===== config.mk =====
export PLATFORM = sky130hd
export DESIGN_NAME = membership_set_table_unit
export DESIGN_NICKNAME = d
export VERILOG_FILES = /design/src/rtl/mst_pkg.sv /design/src/rtl/mst_cell.sv /design/src/rtl/membership_set_table_unit.sv
export SDC_FILE = /design/constraint.sdc
export NUM_CORES = 1
export LEC_CHECK = 0
export BUFFER_PORTS_ARGS = -buffer_cell sky130_fd_sc_hd__buf_2
export CELL_PAD_IN_SITES_DETAIL_PLACEMENT = 1
export CELL_PAD_IN_SITES_GLOBAL_PLACEMENT = 2
export CORE_MARGIN = 10
export CORE_UTILIZATION = 45
export CTS_BUF_LIST = sky130_fd_sc_hd__clkbuf_4 sky130_fd_sc_hd__clkbuf_8
export CTS_CLUSTER_DIAMETER = 200
export CTS_CLUSTER_SIZE = 25
export DETAILED_ROUTE_END_ITERATION = 10
export PLACE_DENSITY_LB_ADDON = 0.1
export SKIP_CTS_REPAIR_TIMING = 1
export SYNTH_ARGS = -nofsm -noshare
export SYNTH_HDL_FRONTEND = slang
export SYNTH_SLANG_ARGS = --single-unit

===== constraint.sdc =====
create_clock -name clk -period 7.15 [get_ports clk]
set_input_delay 0.3575 -clock clk [delete_from_list [all_inputs] [get_ports clk]]
set_output_delay 0.3575 -clock clk [all_outputs]
set_load 0.01 [all_outputs]

===== src/rtl/mst_pkg.sv =====
// Shared types for the membership set table: operation codes, sweep states, cell command.
package mst_pkg;

  // operation carried by each input word
  typedef enum logic [1:0] {
    MODE_ADD    = 2'd0,
    MODE_REMOVE = 2'd1,
    MODE_QUERY  = 2'd2,
    MODE_CLEAR  = 2'd3
  } mode_t;

  // controller states
  typedef enum logic {
    ST_IDLE  = 1'b0,
    ST_SWEEP = 1'b1
  } state_t;

  // command broadcast to every cell of the chain
  typedef struct packed {
    logic  active;   // a sweep is running this cycle
    mode_t mode;     // operation of the word in flight
    logic  found;    // a match was seen in an earlier cell
    logic  clear;    // drop every entry at this edge
  } cell_cmd_t;

endpackage


===== src/rtl/mst_cell.sv =====
// One storage cell of the set chain: holds one entry, compares it, shifts from its upper neighbor.
module mst_cell
  import mst_pkg::*;
#(
  parameter int ELEMENT_WIDTH = 32
) (
  input  logic                     clk,
  input  logic                     rst_n,
  input  cell_cmd_t                cmd,
  input  logic                     sel,        // sweep is at this cell
  input  logic [ELEMENT_WIDTH-1:0] value,
  input  logic [ELEMENT_WIDTH-1:0] nbr_entry,  // entry of the next cell up
  input  logic                     nbr_valid,
  output logic [ELEMENT_WIDTH-1:0] entry,
  output logic                     valid,
  output logic                     match
);

  logic [ELEMENT_WIDTH-1:0] entry_r, entry_nxt;
  logic                     valid_r, valid_nxt;

  assign match = valid_r && (entry_r == value);
  assign entry = entry_r;
  assign valid = valid_r;

  // local update when the sweep passes this cell
  always_comb begin
    entry_nxt = entry_r;
    valid_nxt = valid_r;
    if (cmd.clear) begin
      valid_nxt = 1'b0;
    end else if (cmd.active && sel) begin
      case (cmd.mode)
        MODE_ADD: begin
          // first free cell after the occupied run takes an absent value
          if (!cmd.found && !valid_r) begin
            entry_nxt = value;
            valid_nxt = 1'b1;
          end
        end
        MODE_REMOVE: begin
          // at and above the match, pull the upper neighbor down
          if ((cmd.found || match) && valid_r) begin
            entry_nxt = nbr_entry;
            valid_nxt = nbr_valid;
          end
        end
        default: ;
      endcase
    end
  end

  always_ff @(posedge clk) begin
    if (!rst_n) begin
      valid_r <= 1'b0;
    end else begin
      valid_r <= valid_nxt;
    end
  end

  // payload, no reset
  always_ff @(posedge clk) begin
    entry_r <= entry_nxt;
  end

endmodule


===== src/rtl/membership_set_table_unit.sv =====
// Membership set table: a compacted set of distinct values held in a chain of cells, swept per word.
//
// A word is taken when start is high and busy is low. The controller then sweeps the cell
// chain one cell per cycle from the bottom, stopping at the first free cell or at the top
// cell. The result appears on out_valid for one cycle right after the sweep, and busy is
// already low in that cycle, so a new word may be started then. The sweep length is set by
// the chain walk, one cell compare and shift per clock. Results cannot be held off; the
// receiver must take each one in its strobe cycle.
module membership_set_table_unit
  import mst_pkg::*;
#(
  parameter int CAPACITY      = 16,
  parameter int ELEMENT_WIDTH = 32
) (
  input  logic        clk,
  input  logic        rst_n,
  input  logic        start,
  output logic        busy,
  input  logic [1:0]  in_mode,
  input  logic [31:0] in_element,
  output logic        out_valid,
  output logic        out_was_present,
  output logic [4:0]  out_element_count,
  output logic        out_full_drop
);

  localparam int PW = (CAPACITY > 1) ? $clog2(CAPACITY) : 1;
  localparam int CW = $clog2(CAPACITY + 1);
  localparam logic [PW-1:0] LAST_POS = PW'(CAPACITY - 1);
  localparam logic [CW-1:0] CAP_CNT  = CW'(CAPACITY);

  state_t                   state_r, state_nxt;
  mode_t                    mode_r, mode_nxt;
  logic [ELEMENT_WIDTH-1:0] value_r, value_nxt;
  logic [PW-1:0]            pos_r, pos_nxt;
  logic                     found_r, found_nxt;
  logic [CW-1:0]            occ_r, occ_nxt;
  logic                     out_valid_r, out_valid_nxt;
  logic                     present_r, present_nxt;
  logic                     drop_r, drop_nxt;

  logic [ELEMENT_WIDTH+31:0] elem_ext;
  logic [CW+4:0]             cnt_ext;
  logic                      accept, cur_valid, cur_match, found_now, done;
  cell_cmd_t                 cmd;

  logic [ELEMENT_WIDTH-1:0] entry_arr [CAPACITY];
  logic [CAPACITY-1:0]      valid_vec;
  logic [CAPACITY-1:0]      match_vec;

  assign accept   = start && !busy;
  assign busy     = (state_r == ST_SWEEP);
  assign elem_ext = {{ELEMENT_WIDTH{1'b0}}, in_element};

  // cell under the sweep
  assign cur_valid = valid_vec[pos_r];
  assign cur_match = match_vec[pos_r];
  assign found_now = found_r || cur_match;
  assign done      = busy && (!cur_valid || (pos_r == LAST_POS));

  // broadcast command
  always_comb begin
    cmd.active = busy;
    cmd.mode   = mode_r;
    cmd.found  = found_r;
    cmd.clear  = done && (mode_r == MODE_CLEAR);
  end

  // cell chain
  for (genvar i = 0; i < CAPACITY; i++) begin : g_cell
    logic [ELEMENT_WIDTH-1:0] nbr_entry;
    logic                     nbr_valid;
    if (i < CAPACITY - 1) begin : g_mid
      assign nbr_entry = entry_arr[i+1];
      assign nbr_valid = valid_vec[i+1];
    end else begin : g_top
      assign nbr_entry = '0;
      assign nbr_valid = 1'b0;
    end
    mst_cell #(
      .ELEMENT_WIDTH(ELEMENT_WIDTH)
    ) u_cell (
      .clk      (clk),
      .rst_n    (rst_n),
      .cmd      (cmd),
      .sel      (pos_r == PW'(i)),
      .value    (value_r),
      .nbr_entry(nbr_entry),
      .nbr_valid(nbr_valid),
      .entry    (entry_arr[i]),
      .valid    (valid_vec[i]),
      .match    (match_vec[i])
    );
  end

  // sweep control, count update and result
  always_comb begin
    state_nxt     = state_r;
    mode_nxt      = mode_r;
    value_nxt     = value_r;
    pos_nxt       = pos_r;
    found_nxt     = found_r;
    occ_nxt       = occ_r;
    out_valid_nxt = 1'b0;
    present_nxt   = present_r;
    drop_nxt      = drop_r;
    case (state_r)
      ST_IDLE: begin
        if (accept) begin
          state_nxt = ST_SWEEP;
          mode_nxt  = mode_t'(in_mode);
          value_nxt = elem_ext[ELEMENT_WIDTH-1:0];
          pos_nxt   = '0;
          found_nxt = 1'b0;
        end
      end
      ST_SWEEP: begin
        found_nxt = found_now;
        pos_nxt   = pos_r + PW'(1);
        if (done) begin
          state_nxt     = ST_IDLE;
          out_valid_nxt = 1'b1;
          present_nxt   = found_now;
          drop_nxt      = 1'b0;
          case (mode_r)
            MODE_ADD: begin
              if (!found_now) begin
                if (!cur_valid) begin
                  occ_nxt = occ_r + CW'(1);
                end else begin
                  drop_nxt = 1'b1;
                end
              end
            end
            MODE_REMOVE: begin
              if (found_now) begin
                occ_nxt = occ_r - CW'(1);
              end
            end
            MODE_CLEAR: begin
              occ_nxt = '0;
            end
            default: ;
          endcase
        end
      end
      default: begin
        state_nxt = ST_IDLE;
      end
    endcase
  end

  always_ff @(posedge clk) begin
    if (!rst_n) begin
      state_r     <= ST_IDLE;
      occ_r       <= '0;
      out_valid_r <= 1'b0;
    end else begin
      state_r     <= state_nxt;
      occ_r       <= occ_nxt;
      out_valid_r <= out_valid_nxt;
    end
  end

  // word in flight and result payload
  always_ff @(posedge clk) begin
    mode_r    <= mode_nxt;
    value_r   <= value_nxt;
    pos_r     <= pos_nxt;
    found_r   <= found_nxt;
    present_r <= present_nxt;
    drop_r    <= drop_nxt;
  end

  assign cnt_ext           = {5'b0, occ_r};
  assign out_valid         = out_valid_r;
  assign out_was_present   = present_r;
  assign out_element_count = cnt_ext[4:0];
  assign out_full_drop     = drop_r;

`ifndef SYNTHESIS
  // count never passes the capacity
  a_occ_bound: assert property (@(posedge clk) disable iff (!rst_n)
    occ_r <= CAP_CNT)
    else $error("occupancy above capacity");

  // an accepted word always starts a sweep
  a_accept_sweep: assert property (@(posedge clk) disable iff (!rst_n)
    accept |=> busy)
    else $error("accepted word did not start a sweep");

  // result strobe comes only after the sweep ends
  a_strobe_idle: assert property (@(posedge clk) disable iff (!rst_n)
    out_valid |-> (!busy && $past(busy)))
    else $error("result strobe outside sweep end");

  // a drop only happens with the set full
  a_drop_full: assert property (@(posedge clk) disable iff (!rst_n)
    (out_valid && out_full_drop) |-> (occ_r == CAP_CNT))
    else $error("drop reported with room left");
`endif

endmodule

==> flow_metrics.env, run 1 <==
export IMPL_status="completed"
export IMPL_fmax_mhz=231.6
export IMPL_hold_path_cell_count=2
export IMPL_synth_nets=2279
export IMPL_setup_viol=0
export IMPL_worstSetupStartpointType="flip-flop"
export IMPL_first_global_vias=19240
export IMPL_cts_buffers=27
export IMPL_finalCritPeriodShare_pct=60.40
export IMPL_drt_initial_drc_count=1562
export IMPL_chipWidth_um=274.2
export IMPL_seqPwrFrac_pct=61.3
export IMPL_power_density_nw_per_um2=199.9
export IMPL_tightest_slew_ns=1.235
export IMPL_synthFlopType="edfxtp_1"
export IMPL_crit_fanout=17
export IMPL_grt_max_degree=119
export IMPL_rows=93
export IMPL_routed_wl_um=93780
export IMPL_slew_headroom_pct=16.94
export IMPL_die_y_um=274.2
export IMPL_dr_pass1_iters=5
export IMPL_synthArstFlopShare_pct=0
export IMPL_end_kind="flip-flop"
export IMPL_p_sw_uw=1644
export IMPL_cts_htree_levels=1
export IMPL_syn_area_um2=29080
export IMPL_grt_first_pass_wirelength_um=135500
export IMPL_fin_cells=3096
export IMPL_p_int_uw=4529
export IMPL_p_clk_share_pct=25.1
export IMPL_ys_ff_latch=576
export IMPL_tns_ns=0
export IMPL_setup_ws_ns=2.831
export IMPL_final_antenna_net_count=0
export IMPL_nNetsFinal=2264
export IMPL_ff2ff_path_depth=10
export IMPL_hold_class="in2reg"
export IMPL_cts_clk_slew_worst_paths_ns=0.17
export IMPL_drive_above_1_share_pct=8.307
export IMPL_numPortBuffers=45
export IMPL_detail_route_wl_per_cell_um=30.29
export IMPL_skew_ns=0.06038
export IMPL_vdd_drop_max_uv=203.5
export IMPL_dieArea_um2=75190
export IMPL_antenna_found_initial=3
export IMPL_synth_edf_count=553
export IMPL_leakage_uw=0.01204
export IMPL_post_place_ws_ns=3.026
export IMPL_dpl_hpwl_um=69590
export IMPL_synth_warnings=0
export IMPL_vias_per_cell=5.864
export IMPL_ys_seq_area_share_pct=58.69
export IMPL_cap_viol_max_count=0
export IMPL_cp_required_ns=7.79
export IMPL_fin_crit_ns=4.319
export IMPL_dp_cells=3010
export IMPL_combPwrFrac_pct=13.6
export IMPL_num_vias=18160
export IMPL_whs_ns=0.03830
export IMPL_p_sw_share_pct=26.64
export IMPL_avgSynthCellArea_um2=13.02
export IMPL_arrival_ns=4.96
export IMPL_clock_sinks=576
export IMPL_num_io_pins=46
export IMPL_hold_viol=0
export IMPL_drc_errors=0
export IMPL_initial_core_util_pct=45.27
export IMPL_syn2layout_area_growth_pct=6.213
export IMPL_drv_slew=0
export IMPL_yosysUniqueCellTypes=59
export IMPL_grt_util_all_layers_pct=24.67
export IMPL_cts_tree="done"
export IMPL_cts_root_buf="clkbuf_8"
export IMPL_ctsLongestPathBuffers=3
export IMPL_place_gp_congestion=0.9328
export IMPL_rsz0062_at_grt="false"
export IMPL_worstSetupPathType="reg2reg"
export IMPL_netlist_instances=2234
export IMPL_overflow=0
export IMPL_insertion_delay_ns=0.73
export IMPL_core_area_um2=64230
==> worst paths after layout <==
check	startpoint	endpoint	slack (ns)
hold reg to reg	out_element_count[3]$_SDFFE_PN0P_	out_element_count[3]$_SDFFE_PN0P_	0.50
setup reg to reg	value_r[31]$_DFFE_PP_	out_element_count[0]$_SDFFE_PN0P_	2.83
hold / removal	start	pos_r[0]$_SDFFCE_PN0P_	0.04
setup / recovery	value_r[31]$_DFFE_PP_	out_element_count[0]$_SDFFE_PN0P_	2.83
==> power by group through the flow <==
stage,sequential [µW],combinational [µW],clock (µW)
after global placement,3860,810,0
after detailed placement,3860,822,0
final,3780,842,1550
after floorplan,3850,555,0
after CTS,3780,828,1580
after global routing,3790,904,1670
==> per-stage QoR <==
step,util [%],area (µm²),total power (µW)
after floorplan,-,29080,4403
after global placement,46.66,29970,4669
after detailed placement,46.66,29970,4683
after CTS,47.53,30530,6191
after global routing,48.09,30890,6366
final,48.09,30890,6174
==> registers in the layout, indices dropped and copies added (netlist names) <==
signal	count
pos_r	4
mode_r	2
found_r	1
busy	1
out_element_count	5
value_r	32
out_was_present	1
out_valid	1
out_full_drop	1
g_cell.u_cell.valid	16
g_cell.u_cell.entry	512
==> cell type report <==
class | instances | area [µm²]
flip-flops and latches | 576 | 17070
fillers | 6500 | 33350
repair buffers | 147 | 1079
clock inverters | 2 | 37.54
multi-input cells | 1439 | 10990
inverters | 28 | 112.6
clock buffers | 47 | 521.8
diodes | 2 | 5.005
well taps | 855 | 1070
==> Yosys cell counts, types with 16 or more instances <==
cell type | n | share of area, %
nor4_1 | 62 | 1.3
nor2_1 | 56 | 0.72
edfxtp_1 | 553 | 57
nor3_1 | 19 | 0.33
inv_1 | 27 | 0.35
nand2_1 | 22 | 0.28
a21oi_1 | 17 | 0.29
clkbuf_1 | 122 | 1.6
and2_1 | 33 | 0.71
dfxtp_1 | 23 | 1.6
xnor2_1 | 302 | 9.1
nand3_1 | 36 | 0.62
buf_6 | 23 | 0.89
buf_4 | 42 | 1.1
xor2_1 | 189 | 5.7
a21o_1 | 483 | 12
o21ai_0 | 16 | 0.28
nand4_1 | 77 | 1.7
==> cells in the final DEF (no fill, tap or decap), types with 4 or more instances in the layout <==
cell type / count
a211oi_1: 5
a21o_1: 483
a21oi_1: 11
a21oi_4: 6
a311oi_1: 8
and2_1: 33
and3_1: 6
buf_2: 45
buf_4: 67
clkbuf_4: 20
clkbuf_8: 27
dfxtp_1: 23
dlygate4sd3_1: 35
edfxtp_1: 553
ha_1: 7
inv_1: 26
mux2i_1: 6
mux4_2: 5
nand2_1: 22
nand2b_1: 13
nand3_1: 36
nand4_1: 77
nor2_1: 50
nor2_4: 6
nor2b_1: 11
nor3_1: 19
nor4_1: 62
o2111ai_1: 4
o211ai_1: 12
o21ai_0: 16
o22ai_1: 4
xnor2_1: 302
xor2_1: 189
==> kinds of logic (layout without fill, tap and decap cells) <==
family / after synthesis / after routing / synth area share, %
flip-flops: 576 / 576 / 58.69
AO/OA/AOI/OAI: 575 / 575 / 14.73
XOR/XNOR: 491 / 491 / 14.79
AND/OR/NAND/NOR: 350 / 350 / 6.686
buffers and inverters: 219 / 224 / 3.976
multiplexers: 15 / 15 / 0.7573
adder cells (fa/ha/maj): 8 / 8 / 0.3700
other: 0 / 2 / 0
==> critical path: stages, from the launching register on <==
cell       delay, ns
edfxtp_1        0.39
buf_4           0.25
xor2_1          0.22
nor4_1          0.85
nand4_1         0.23
nor4_1          1.03
a41o_1          0.18
a2111oi_1       0.15
nand3b_1        0.19
mux2i_2         0.50
mux2i_1         0.25
==> routing by layer <==
layer / up-vias / track usage, % / wire, µm
met5: - / 0 / 0
met4: 0 / 13.11 / 5802
met3: 149 / 2.256 / 3176
met2: 447 / 42.85 / 46820
met1: 9455 / 30.08 / 37980
li1: 8105 / - / -
(Power assumes the default switching activity.)
==> run 2, diff against run 1 <==
Settings changed: ABC_AREA set to 1, CORE_UTILIZATION 45 to 38.
Clock period 7.15 ns to 3.7 ns, I/O delays scaled along.
==> run 2 against run 1 <==
  * Power increased by 96%
  * Clock-buffer cell count decreased by 9
  * Area after synthesis increased by 4.6%
  * Core utilization decreased by 6.2 points
  * Register-to-register slack got worse by 2.7 ns
  * Die area increased by 22%
  * Worst hold slack improved by 0.070 ns
  * Clock skew increased by 0.022 ns
==> flow_metrics.env, run 2 <==
export IMPL_final_cell_mix="1073 x nand2_1, 553 x edfxtp_1, 410 x inv_1, 396 x o21ai_0, 287 x nor2_1"
export IMPL_setup_ws_ns=0.1513
export IMPL_die_y_um=302.9
export IMPL_first_global_vias=25400
export IMPL_overflow=0
export IMPL_fin_area_um2=33120
export IMPL_netlist_instances=3455
export IMPL_synth_edf_count=553
export IMPL_ctsLongestPathBuffers=3
export IMPL_insertion_delay_ns=0.77
export IMPL_critPathSlowestCell="edfxtp_1"
export IMPL_routed_wl_um=135900
export IMPL_grt_util_all_layers_pct=29.22
export IMPL_num_io_pins=46
export IMPL_crit_fanout=10
export IMPL_ys_ff_latch=576
export IMPL_slew_headroom_pct=30.79
export IMPL_synthArstFlopShare_pct=0
export IMPL_worst_r2r_setup_slack_ns=0.15
export IMPL_ys_seq_area_share_pct=56.11
export IMPL_cpMostUsedCell="nand2_1"
export IMPL_final_common_cell="nand2_1"
export IMPL_core_area_um2=79130
export IMPL_synthTopCellsByCount="1073 x nand2_1, 553 x edfxtp_1, 414 x inv_1, 396 x o21ai_0, 290 x nor2_1"
export IMPL_chipWidth_um=302.9
export IMPL_p_total_uw=12100
export IMPL_cts_clk_slew_worst_paths_ns=0.18
export IMPL_tightest_slew_ns=1.038
export IMPL_power_density_nw_per_um2=365.3
export IMPL_syn2layout_area_growth_pct=8.882
export IMPL_leakage_uw=0.01322
export IMPL_cap_viol_max_count=0
export IMPL_synth_top_cell_area_share_pct=54.60
export IMPL_synth_nets=3500
export IMPL_rows=103
export IMPL_dpl_cell_area_um2=32210
export IMPL_fin_cells=4567
export IMPL_initial_core_util_pct=38.44
export IMPL_clock_sinks=576
export IMPL_dp_cells=4483
export IMPL_synth_area_leaders="edfxtp_1 55%, nand2_1 13%, o21ai_0 6.5%"
export IMPL_cp_required_ns=4.41
export IMPL_cts_tree="done"
export IMPL_syn_area_um2=30420
export IMPL_nNetsFinal=3549
export IMPL_dr_pass1_iters=5
export IMPL_whs_ns=0.1082
export IMPL_dieArea_um2=91760
export IMPL_status="completed"
export IMPL_arrival_ns=4.26
export IMPL_setup_viol=0
export IMPL_place_gp_congestion=0.9493
export IMPL_finalCritPeriodShare_pct=95.91
export IMPL_synth_warnings=0
export IMPL_drt_initial_drc_count=2928
export IMPL_numPortBuffers=45
export IMPL_avgSynthCellArea_um2=8.803
export IMPL_cts_root_buf="clkbuf_8"
export IMPL_vias_per_cell=5.588
export IMPL_yosysTopAreaCell="edfxtp_1"
export IMPL_end_kind="flip-flop"
export IMPL_vdd_drop_max_uv=269.8
export IMPL_drc_errors=0
export IMPL_detail_route_wl_per_cell_um=29.76
export IMPL_fin_crit_ns=3.549
export IMPL_hold_class="in2reg"
export IMPL_synthFlopType="edfxtp_1"
export IMPL_cts_buffers=27
export IMPL_drv_slew=0
export IMPL_yosysUniqueCellTypes=42
export IMPL_grt_max_degree=186
export IMPL_grt_first_pass_wirelength_um=192400
export IMPL_antenna_found_initial=2
export IMPL_final_antenna_net_count=0
export IMPL_dpl_hpwl_um=100600
export IMPL_fmax_mhz=281.8
export IMPL_worstSetupStartpointType="flip-flop"
export IMPL_largest_reg_flops=512
export IMPL_worstSetupPathType="reg2reg"
export IMPL_cts_htree_levels=1
export IMPL_rsz0062_at_grt="false"
export IMPL_post_place_ws_ns=-0.04643
export IMPL_skew_ns=0.08270
export IMPL_hold_viol=0
export IMPL_worstPathCellList="buf_4 -> xnor2_1 -> buf_4 -> nand2_1 -> nor3_1 -> nand2_1 -> nor2_1 -> nand3_1 -> nand2_1 -> inv_1 -> a21oi_2 -> nor2_2 -> nand3_1 -> nand2_2 -> nand2_4 -> nand2_4 -> nand2_1 -> nand2_1 -> nor2_1"
export IMPL_cpPeakStageDelay_ns=0.65
export IMPL_drive_above_1_share_pct=7.681
export IMPL_yosysMostFrequentCell="nand2_1"
export IMPL_num_vias=25520
[run 2: cell types whose count changed in the layout (fill, tap and decap cells not counted), sizes merged, moves of 29 or more]
cell / before / now
nor2: 56 / 294
o22ai: 4 / 39
nand3: 36 / 65
o21ai: 16 / 423
a21o: 483 / 0
nor4: 62 / 0
a21oi: 17 / 62
xor2: 189 / 54
inv: 27 / 435
and2: 33 / 0
xnor2: 302 / 119
nand2: 22 / 1077
nand4: 77 / 47
buf: 112 / 162
[run 2: final timing paths]
| check | from | end | cells past startpoint |
|---|---|---|---|
| min | in_element[21] | value_r[21]$_DFFE_PP_ | 2 |
| max | value_r[20]$_DFFE_PP_ | out_element_count[1]$_SDFFE_PN0P_ | 19 |
| min reg2reg | g_cell[2].u_cell.valid$_SDFFE_PP0P_ | g_cell[2].u_cell.valid$_SDFFE_PP0P_ | 2 |
| max reg2reg | value_r[20]$_DFFE_PP_ | out_element_count[1]$_SDFFE_PN0P_ | 19 |
[run 2: cell families after synthesis]
group	synth area share, %
xor+xnor	4.982
fa+ha+maj	0.3538
buf+inv	8.845
compound gates	9.762
flops	56.11
simple gates	19.95
[run 2: power breakdown]
part | switching (µW) | internal, µW
logic | 1230 | 462
registers | 96.0 | 7280
clock network | 2220 | 803
[run 2: critical path, delay by kind of cell, from the launching register on]
| kind | cells | cell delay [ns] |
|---|---|---|
| buffers and inverters | 3 | 0.59 |
| AOI/OAI and AO/OA | 1 | 0.14 |
| xor gates and xnor gates | 1 | 0.50 |
| DFF | 1 | 0.65 |
| and+or+nand+nor | 14 | 1.61 |
[run 2: cell type report]
class                   count  area (µm²)
fillers                  9245       46010
flip-flops and latches    576       17070
multi-input cells        2266       10840
repair buffers            198        1739
inverters                 435        1660
well taps                1050        1314
clock buffers              38       454.2
clock inverters             2       37.54
diodes                      2       5.005
[run 2: metal layers]
layer / part of all wire (%) / track usage (%) / up-vias
met4: 2.9 / 7.391 / 0
met3: 6.3 / 2.202 / 134
met1: 46 / 43.51 / 13110
li1: - / - / 11280
met2: 45 / 45.50 / 997
met5: 0 / 0 / -
[run 2: metrics by stage]
step / utilization, % / TNS (ns)
global placement: 40.71 / -0.1235
floorplan: - / 0
detailed placement: 40.71 / -0.05769
global route: 41.85 / 0
finish: 41.85 / 0
CTS: 41.33 / -0.09578
==> run 3, diff against run 2 <==
Settings changed: CORE_UTILIZATION 38 to 34, SYNTH_HIERARCHICAL set to 1.
==> run 3 against run 2 <==
  * Non-clock buffer count is 1 lower
  * Area after synthesis grew 24%
  * Largest power group unchanged
  * Clock power increased by 8.6%
  * Critical path depth decreased by 5
==> flow_metrics.env, run 3 <==
export IMPL_synthArstFlopShare_pct=0
export IMPL_wl_met3_um=6787
export IMPL_skew_ns=0.07079
export IMPL_fmax_mhz=296.6
export IMPL_synth_area_leaders="edfxtp_1 44%, nand2_1 18%, inv_1 11%"
export IMPL_rows=121
export IMPL_finalCritPeriodShare_pct=91.13
export IMPL_cts_htree_levels=1
export IMPL_drt_initial_drc_count=2940
export IMPL_dpl_cell_area_um2=40890
export IMPL_setup_viol=0
export IMPL_hold_viol=0
export IMPL_synth_top_cell_area_share_pct=44.15
export IMPL_antenna_found_initial=6
export IMPL_cts_clk_slew_worst_paths_ns=0.18
export IMPL_vias_per_cell=4.999
export IMPL_first_global_vias=35840
export IMPL_drc_errors=0
export IMPL_clock_sinks=576
export IMPL_avgSynthCellArea_um2=6.781
export IMPL_num_io_pins=46
export IMPL_synthTopCellsByCount="1838 x nand2_1, 1107 x inv_1, 1011 x nor2_1, 553 x edfxtp_1, 519 x a21oi_1"
export IMPL_synthFlopType="edfxtp_1"
export IMPL_ys_ff_latch=576
export IMPL_final_antenna_net_count=0
export IMPL_dieArea_um2=124300
export IMPL_dpl_hpwl_um=120500
export IMPL_routed_wl_um=162900
export IMPL_ys_seq_area_share_pct=45.37
export IMPL_worstSetupPathType="reg2reg"
export IMPL_seqPwrFrac_pct=55.7
export IMPL_cts_tree="done"
export IMPL_cpMostUsedCell="nand2_1"
export IMPL_chipWidth_um=352.6
export IMPL_final_common_cell="nand2_1"
export IMPL_status="completed"
export IMPL_grt_first_pass_wirelength_um=236300
export IMPL_worstSetupStartpointType="flip-flop"
export IMPL_p_clk_share_pct=24.7
export IMPL_initial_core_util_pct=34.41
export IMPL_num_vias=36020
export IMPL_p_total_uw=13240
export IMPL_leakage_uw=0.02097
export IMPL_cts_buffers=27
export IMPL_wl_met1_um=75330
export IMPL_worstPathCellList="buf_12 -> inv_1 -> nand2_1 -> nand2_1 -> nor2_1 -> nand2_1 -> nor2_1 -> nand2_1 -> nor2_1 -> buf_4 -> o21bai_1 -> nand2_2 -> nand2_1 -> nor2_4"
export IMPL_vdd_drop_max_uv=269.3
export IMPL_maxUsedRoutingLayer="met5"
export IMPL_yosysUniqueCellTypes=32
export IMPL_yosysMostFrequentCell="nand2_1"
export IMPL_cp_required_ns=4.12
export IMPL_met2_wirelength_um=75920
export IMPL_drv_slew=0
export IMPL_hold_class="in2reg"
export IMPL_power_density_nw_per_um2=316.7
export IMPL_final_cell_mix="1822 x nand2_1, 1107 x inv_1, 993 x nor2_1, 553 x edfxtp_1, 519 x a21oi_1"
export IMPL_tightest_slew_ns=1.212
export IMPL_drive_above_1_share_pct=5.239
export IMPL_cap_viol_max_count=0
export IMPL_grt_max_degree=49
export IMPL_p_sw_uw=4295
export IMPL_worst_r2r_setup_slack_ns=0.33
export IMPL_crit_fanout=32
export IMPL_core_area_um2=109300
export IMPL_ctsLongestPathBuffers=3
export IMPL_yosysTopAreaCell="edfxtp_1"
export IMPL_place_gp_congestion=0.8942
export IMPL_end_kind="flip-flop"
export IMPL_syn2layout_area_growth_pct=11.19
export IMPL_arrival_ns=3.79
export IMPL_syn_area_um2=37620
export IMPL_critPathSlowestCell="nor2_4"
export IMPL_fin_area_um2=41830
export IMPL_p_sw_share_pct=32.43
export IMPL_rsz0062_at_grt="false"
export IMPL_cts_root_buf="clkbuf_8"
export IMPL_detail_route_wl_per_cell_um=22.61
export IMPL_fin_crit_ns=3.372
export IMPL_netlist_instances=5547
export IMPL_whs_ns=0.1006
export IMPL_die_y_um=352.6
export IMPL_grt_util_all_layers_pct=25.04
export IMPL_insertion_delay_ns=0.82
export IMPL_numPortBuffers=45
export IMPL_p_int_uw=8950
export IMPL_slew_headroom_pct=19.18
export IMPL_overflow=0
export IMPL_combPwrFrac_pct=19.5
export IMPL_largest_reg_flops=512
export IMPL_tns_ns=0
export IMPL_nNetsFinal=5750
export IMPL_post_route_util_pct=38.26
export IMPL_dr_pass1_iters=5
export IMPL_cpPeakStageDelay_ns=0.78
export IMPL_synth_warnings=6
export IMPL_synth_edf_count=553
run 3: cell families after synthesis:
family	synth area share, %
compound gates	7.757
buf+inv	12.19
mux	0.4790
simple gates	33.83
other cells	0.009969
fa+ha+maj	0.2860
xor+xnor	0.06986
flops	45.37
run 3: layer usage:
metal	global-route usage, %	up-vias
met5	0	-
met4	6.176	2
met3	1.696	163
met2	41.92	786
met1	34.87	17560
li1	-	17510
run 3: layout make-up:
type	instances	area, µm²
antenna	3	7.507
multi-input combinational	3791	16210
timing repair buffer	197	1944
tap	1476	1847
clock buffer	48	529.3
sequential	576	17070
clock inverter	2	37.54
fill	14110	67480
inverter	1112	4182
run 3: worst max-delay path: cells and delay by family (launching register included):
kind | cells | cell delay, ns
buffers and inverters | 3 | 0.50
AND/OR/NAND/NOR | 10 | 1.74
AO/OA/AOI/OAI | 1 | 0.06
flip-flops | 1 | 0.58
run 3: stage by stage:
step,cells,setup slack [ns]
after floorplan,5579,0.1397
after CTS,7166,0.3423
final,7205,0.3281
after detailed placement,7116,0.3753
after global placement,7116,0.3878
after global routing,7204,0.07832
run 3: final timing paths:
path	cells past startpoint	start	end
worst max-delay path	14	value_r[5]$_DFFE_PP_	g_cell[7].u_cell/entry[3]$_DFFE_PP_
worst max register to register	14	value_r[5]$_DFFE_PP_	g_cell[7].u_cell/entry[3]$_DFFE_PP_
worst min register to register	2	g_cell[6].u_cell/valid$_SDFFE_PP0P_	g_cell[6].u_cell/valid$_SDFFE_PP0P_
worst min-delay path	2	in_element[19]	value_r[19]$_DFFE_PP_
run 3: power groups by stage:
stage               registers [µW]  clock network (µW)  logic, µW
detailed placement            7520                   0       2540
finish                        7380                3280       2590
global placement              7520                   0       2500
global route                  7390                3580       2860
CTS                           7380                3390       2550
floorplan                     7610                   0       1360
